$ cat config.mk
export PLATFORM = sky130hd
export DESIGN_NAME = sosp_cnt
export DESIGN_NICKNAME = d
export VERILOG_FILES = /design/src/hw/rtl/sosp_pkg.sv /design/src/hw/rtl/sosp_cnt.sv
export SDC_FILE = /design/constraint.sdc
export NUM_CORES = 1
export LEC_CHECK = 0
export ABC_AREA = 1
export BUFFER_PORTS_ARGS = -buffer_cell sky130_fd_sc_hd__buf_2
export CAP_MARGIN = 0
export CORE_MARGIN = 8
export CORE_UTILIZATION = 30
export DETAILED_ROUTE_END_ITERATION = 10
export HOLD_SLACK_MARGIN = 0.15
export PLACE_DENSITY = 0.53
export RECOVER_POWER = 100
export SYNTH_ARGS = -nofsm -noshare
export SYNTH_HDL_FRONTEND = slang
export SYNTH_SLANG_ARGS = --single-unit
$ cat constraint.sdc
create_clock -name clock -period 2.2 [get_ports clock]
set_input_delay 0.22 -clock clock [delete_from_list [all_inputs] [get_ports clock]]
set_output_delay 0.22 -clock clock [all_outputs]
set_load 0.05 [all_outputs]
$ cat src/hw/rtl/sosp_pkg.sv
// shared constants, payload types and codes for the set of stacks with pop-at
package sosp_pkg;

   localparam int SUB_DEPTH  = 16;
   localparam int NUM_STACKS = 16;

   localparam int DATA_W   = 32;
   localparam int CSR_W    = 5;
   localparam int CSR_IDX_W = 1;
   localparam int SIDX_W   = 4;
   localparam int CNT_W    = $clog2(SUB_DEPTH + 1);
   localparam int IDX_W    = (NUM_STACKS > 1) ? $clog2(NUM_STACKS) : 1;
   localparam int NUM_W    = IDX_W + 1;
   localparam int ADDR_W   = (NUM_STACKS * SUB_DEPTH > 1) ?
                             $clog2(NUM_STACKS * SUB_DEPTH) : 1;

   localparam logic [CSR_IDX_W-1:0] CSR_SUB_CAPACITY  = 1'd0;
   localparam logic [CSR_IDX_W-1:0] CSR_STACKS_IN_USE = 1'd1;

   localparam logic [CSR_W-1:0] SUB_CAPACITY_RESET  = 5'd10;
   localparam logic [CSR_W-1:0] STACKS_IN_USE_RESET = 5'd10;

   typedef enum logic [1:0] {
      ACT_PUSH   = 2'd0,
      ACT_POP    = 2'd1,
      ACT_POP_AT = 2'd2,
      ACT_PEEK   = 2'd3
   } action_type;

   typedef enum logic [3:0] {
      ST_IDLE = 4'b0001,
      ST_FIND = 4'b0010,
      ST_EXEC = 4'b0100,
      ST_STAT = 4'b1000
   } state_type;

   typedef struct packed {
      action_type               action;
      logic signed [DATA_W-1:0] push_value;
      logic [SIDX_W-1:0]        stack_index;
   } req_type;

   typedef struct packed {
      logic signed [DATA_W-1:0] top_value;
      logic                     is_empty;
      logic                     is_full;
      logic                     error;
   } rsp_type;

   typedef struct packed {
      logic             en;
      logic [IDX_W-1:0] idx;
      logic [CNT_W-1:0] cnt;
   } cnt_wr_type;

   typedef struct packed {
      logic             found;
      logic [IDX_W-1:0] idx;
   } find_type;

endpackage

$ cat src/hw/rtl/sosp_cnt.sv
// sub-stack element counts with one read port and a non-empty search
module sosp_cnt (
   input  logic                           clock,
   input  logic                           reset,
   input  logic [sosp_pkg::IDX_W-1:0]     rd_idx,
   output logic [sosp_pkg::CNT_W-1:0]     rd_cnt,
   input  logic [sosp_pkg::IDX_W-1:0]     find_start,
   output sosp_pkg::find_type             find,
   output logic                           first_empty,
   input  sosp_pkg::cnt_wr_type           wr
);

   logic [sosp_pkg::CNT_W-1:0] cnt_ff [sosp_pkg::NUM_STACKS];

   always_ff @(posedge clock) begin
      if (reset) begin
         for (int i = 0; i < sosp_pkg::NUM_STACKS; i++) begin
            cnt_ff[i] <= '0;
         end
      end else if (wr.en) begin
         cnt_ff[wr.idx] <= wr.cnt;
      end
   end

   assign rd_cnt      = cnt_ff[rd_idx];
   assign first_empty = (cnt_ff[0] == '0);

   // highest non-empty sub-stack at or below the start
   always_comb begin
      find.found = 1'b0;
      find.idx   = '0;
      for (int i = 0; i < sosp_pkg::NUM_STACKS; i++) begin
         if ((cnt_ff[i] != '0) && (i <= int'(find_start))) begin
            find.found = 1'b1;
            find.idx   = sosp_pkg::IDX_W'(i);
         end
      end
   end

endmodule

## Word level (Yosys, flattened, before mapping)

Memory sizes are Yosys's and may differ from the RTL's.
Cells that the tools add are included.

- Register bits: 0
- Bits in latches: 0
- Bits in writable memories: 80
- ROM bits: 0
- Input bits: 20
- Output and inout port bits: 11
- Logic and storage cells: 73
- Memories: 1

- Add/subtract/negate cells: 0
- Multiply operators: 0
- Div/mod/pow operators: 0
- Order comparisons: 15
- Eq/ne operators: 0
- Shifts and indexed selects: 0
- Mux-type cells: 24
- Bitwise gates (word level): 0
- Reduce and logical (&&, ||, !) cells: 33

Memory list:

| name | depth | width | read ports | clocked after Yosys merged registers in | wr ports | RTL line | text |
|---|---|---|---|---|---|---|---|
| cnt_ff | 16 | 5 | 17 | 0 | 16 | sosp_cnt.sv:13 | `logic [sosp_pkg::CNT_W-1:0] cnt_ff [sosp_pkg::NUM_STACKS];` |

Operators by type and width:

| cell | count |
|---|---|
| 5-bit two-way mux | 17 |
| 5-bit nonzero test | 16 |
| 4-bit <= comparator (first input constant) | 8 |
| 3-bit by 4-bit <= comparator with 1-bit output (first input constant) | 4 |
| 1-bit logical AND | 15 |
| 2-bit by 4-bit <= comparator with 1-bit output (first input constant) | 2 |
| 1-bit two-way mux | 6 |
| 5-bit zero test | 1 |
| 5-bit OR reduction | 1 |
| 1-bit by 4-bit <= comparator with 1-bit output (first input constant) | 1 |
| 4-bit two-way mux | 1 |

## Depth between registers and ports, before layout

- Depth in word-level cells: 17
- Gate-level depth with buffers: 18
- Depth with buffers taken out: 18

## Worst setup path before layout

OpenSTA, ideal clock, no wires.

- Path type: reg2out
- Start point: mem cnt_ff[0][2] (netlist bit)
- End point: out find[4] (netlist bit)
- Arrival time: 2324 ps
- Data required time: 1980 ps
- Slack: -344 ps
- Cell stages (with the launch flop): 7
- Path buffers: 0
- Cells stage by stage: edfxtp_1 > nor2_1 > nand2_1 > nor3_1 > nand2_1 > nor3_1 > nand3_1

RTL lines:

| element | RTL line | text |
|---|---|---|
| start, declared | sosp_cnt.sv:13 |  |
| end, declared | sosp_cnt.sv:8 | `output sosp_pkg::find_type find,` |

==> reports/metrics.cfg <==
[outcome]
status = finished, violations left
failed_checks = negative setup slack

[floorplanning]
die_w_um = 134
die-area_um2 = 17900
core_um2 = 13700
ioPinCount = 31
die_h_um = 134
initial_core_util_pct = 30.4
rows = 43

[timing]
min_period_ps = 2300
hold_violations = 0
fin_crit_sh_pct = 104
max_freq_ghz = 0.435
finalMaxSlewViolations = 0
final.setup.worst_slack_ps = -97.6
whs_ps = 431
worst_slew_pin_slew_ps = 761
rsz0062_at_grt = yes
setup_viol = 2
relSlewSlack_pct = 49.2

[synth]
syn_nets = 491
synth_cell_types = 29
synth-seq-area-share_pct = 57.6
yosysWarningCount = 0
postSynthCellCount = 471
synth_area_um2 = 4170
synth-seq-cells = 80
syn_avg_cell_area_um2 = 8.85

[final_layout]
largest_reg_flops = 80
antennaDiodeCount = 0
seq_area_um2 = 2400
multi_input_area_um2 = 1580
drive_gt1_share_pct = 15.4
largest_register = cnt_ff
fill_cells = 1396
final_nets = 535
final_core_utilization_pct = 36.3
stdcell_count = 700
area_growth_pct = 19.4
stdcell_area_um2 = 4980
top_regs = cnt_ff (80)

[grt]
grtUsageMet1_pct = 16.1
grt_overflow = 0
use_met3_pct = 2.39
antenna_found_initial = 0
grt_pass1_wl_mm = 18.2
use_met2_pct = 21.5
grt_pass1_vias = 3475
grt_usage_pct = 13.3
top_usage_layer = met2
grt_start_max_net_pins = 32

[place]
place_area_um2 = 4600
dp_cells = 679
dp_hpwl_mm = 8.62
routabilityCongestion = 0.891
place_ws_ps = 195
io_buffer_count = 30

[min_path]
hold_class = input pin to flop

[drt]
vias = 3481
drtIter0Drc = 302
drcViolationCount = 0
wl_per_cell_um = 16.7
viasPerCell = 4.97
postRouteAntennaNets = 0
dr.pass1.iters = 5
wl_mm = 11.7

[worst_setup_path]
startpoint_type = flop
cp_common_cell = nor2_1
slowest_delay_ps = 560
critPathMaxFanout = 2
slowest_stage = or4_4
critPathKind = flop to output port
critPathBufInv = 1
end_kind = output port
critPathArrivalTime_ps = 2080
cp_data_required_time_ps = 1980
cp_top_family = simple AND/OR/NAND/NOR gates
crit_chain = or4_4 > o21ai_2 > nand2_1 > nor2_1 > nor2_1 > o211ai_1 > buf_4

[power_and_ir_drop]
combPwrFrac_pct = 12.9
power.share.sequential_pct = 48.6
p_int_mw = 2.77
swShare_pct = 25.8
p_leak_nw = 1.98
p_clk_share_pct = 38.5
p_sw_mw = 0.963
ir_drop_mv = 0.382
cellPowerDensity_nw_per_um2 = 750

[clock_tree]
clock_path_buffers = 2
clockRootBuffer = clkbuf_16
cts_hold_buffers = 0
htree_levels = 3
cts_tree = yes
cts.sinks = 80
cts_buffers = 9
clk_pin_slew_ps = 60

[run]
drv_cap = 0

## Yosys cell counts, drive strengths merged
master / number / area share [%]
nor2: 115 / 11
edfxtp: 80 / 58
nand2: 79 / 7.1
o21ai: 57 / 7.4
inv: 46 / 4.1
a21oi: 24 / 2.9
clkbuf: 15 / 1.4
nand3: 8 / 0.96
nor3: 7 / 0.84
o211ai: 7 / 1.3
o221ai: 7 / 1.5
nand4: 4 / 0.60
o22ai: 4 / 0.60
or4: 4 / 0.81
buf: 3 / 0.33
clkinv: 3 / 0.27
mux2i: 2 / 0.48
o31ai: 2 / 0.36
nand3b: 1 / 0.18
o21bai: 1 / 0.27
o41ai: 1 / 0.39
or2: 1 / 0.15
## worst min-delay path, cell delays in order
cell    delay (ps)
buf_2           70
inv_1           30
buf_4          210
nor2_1         120
## layout by cell type (no fill, tap or decap), types with 7 or more instances in the layout
cell type	count
buf_2	20
o221ai_1	7
o21ai_0	50
edfxtp_1	80
inv_1	44
buf_4	16
nand2_1	77
nand3_1	8
clkbuf_1	8
clkbuf_16	9
nor2_1	111
a21oi_1	24
o211ai_1	7
## worst paths after layout
| path | startpoint | endpoint | slack [ps] | cells after the start |
|---|---|---|---|---|
| setup / recovery | cnt_ff[8][0] | find[1] | -100 | 7 |
| hold / removal | wr[0] | cnt_ff[4][0] | 430 | 4 |
## layout make-up
type / count / share of cell area (%)
clock buffers: 9 / 4.53
repair buffers: 51 / 5.98
flip-flops and latches: 80 / 48.3
well taps: 180 / 4.53
clock inverters: 7 / 1.26
inverters: 49 / 3.70
multi-input cells: 324 / 31.7
## power by group through the flow
stage | sequential [mW] | clock, mW | combinational [mW]
finish | 1.81 | 1.44 | 0.481
global route | 1.82 | 1.51 | 0.527
CTS | 1.81 | 1.45 | 0.467
detailed placement | 1.84 | 0 | 0.457
global placement | 1.84 | 0 | 0.453
floorplan | 1.82 | 0 | 0.306
## cell families after synthesis
logic type      share of synthesized area, %
buf+inv                                 6.09
flops                                   57.6
compound gates                          14.6
mux                                    0.480
simple gates                            21.2
## per-stage QoR
stage          power, mW  setup TNS (ps)
5_1_grt             3.86            -727
2_1_floorplan       2.13           -38.8
3_5_place_dp        2.30               0
3_3_place_gp        2.29               0
6_report            3.73            -189
4_1_cts             3.73            -364
## repair_timing
item                                    CTS  global route
buffers inserted                          2             3
gates resized for setup                   6            14
endpoints found under the setup margin    5             5
pin swaps                                 0             8
## routing by layer
layer | wire (µm) | vias to the layer above
met1 | 5220 | 1652
met5 | 0 | -
li1 | - | 1696
met4 | 392 | 0
met2 | 5500 | 104
met3 | 582 | 29
Note: power is estimated with default switching activity, not from simulation.
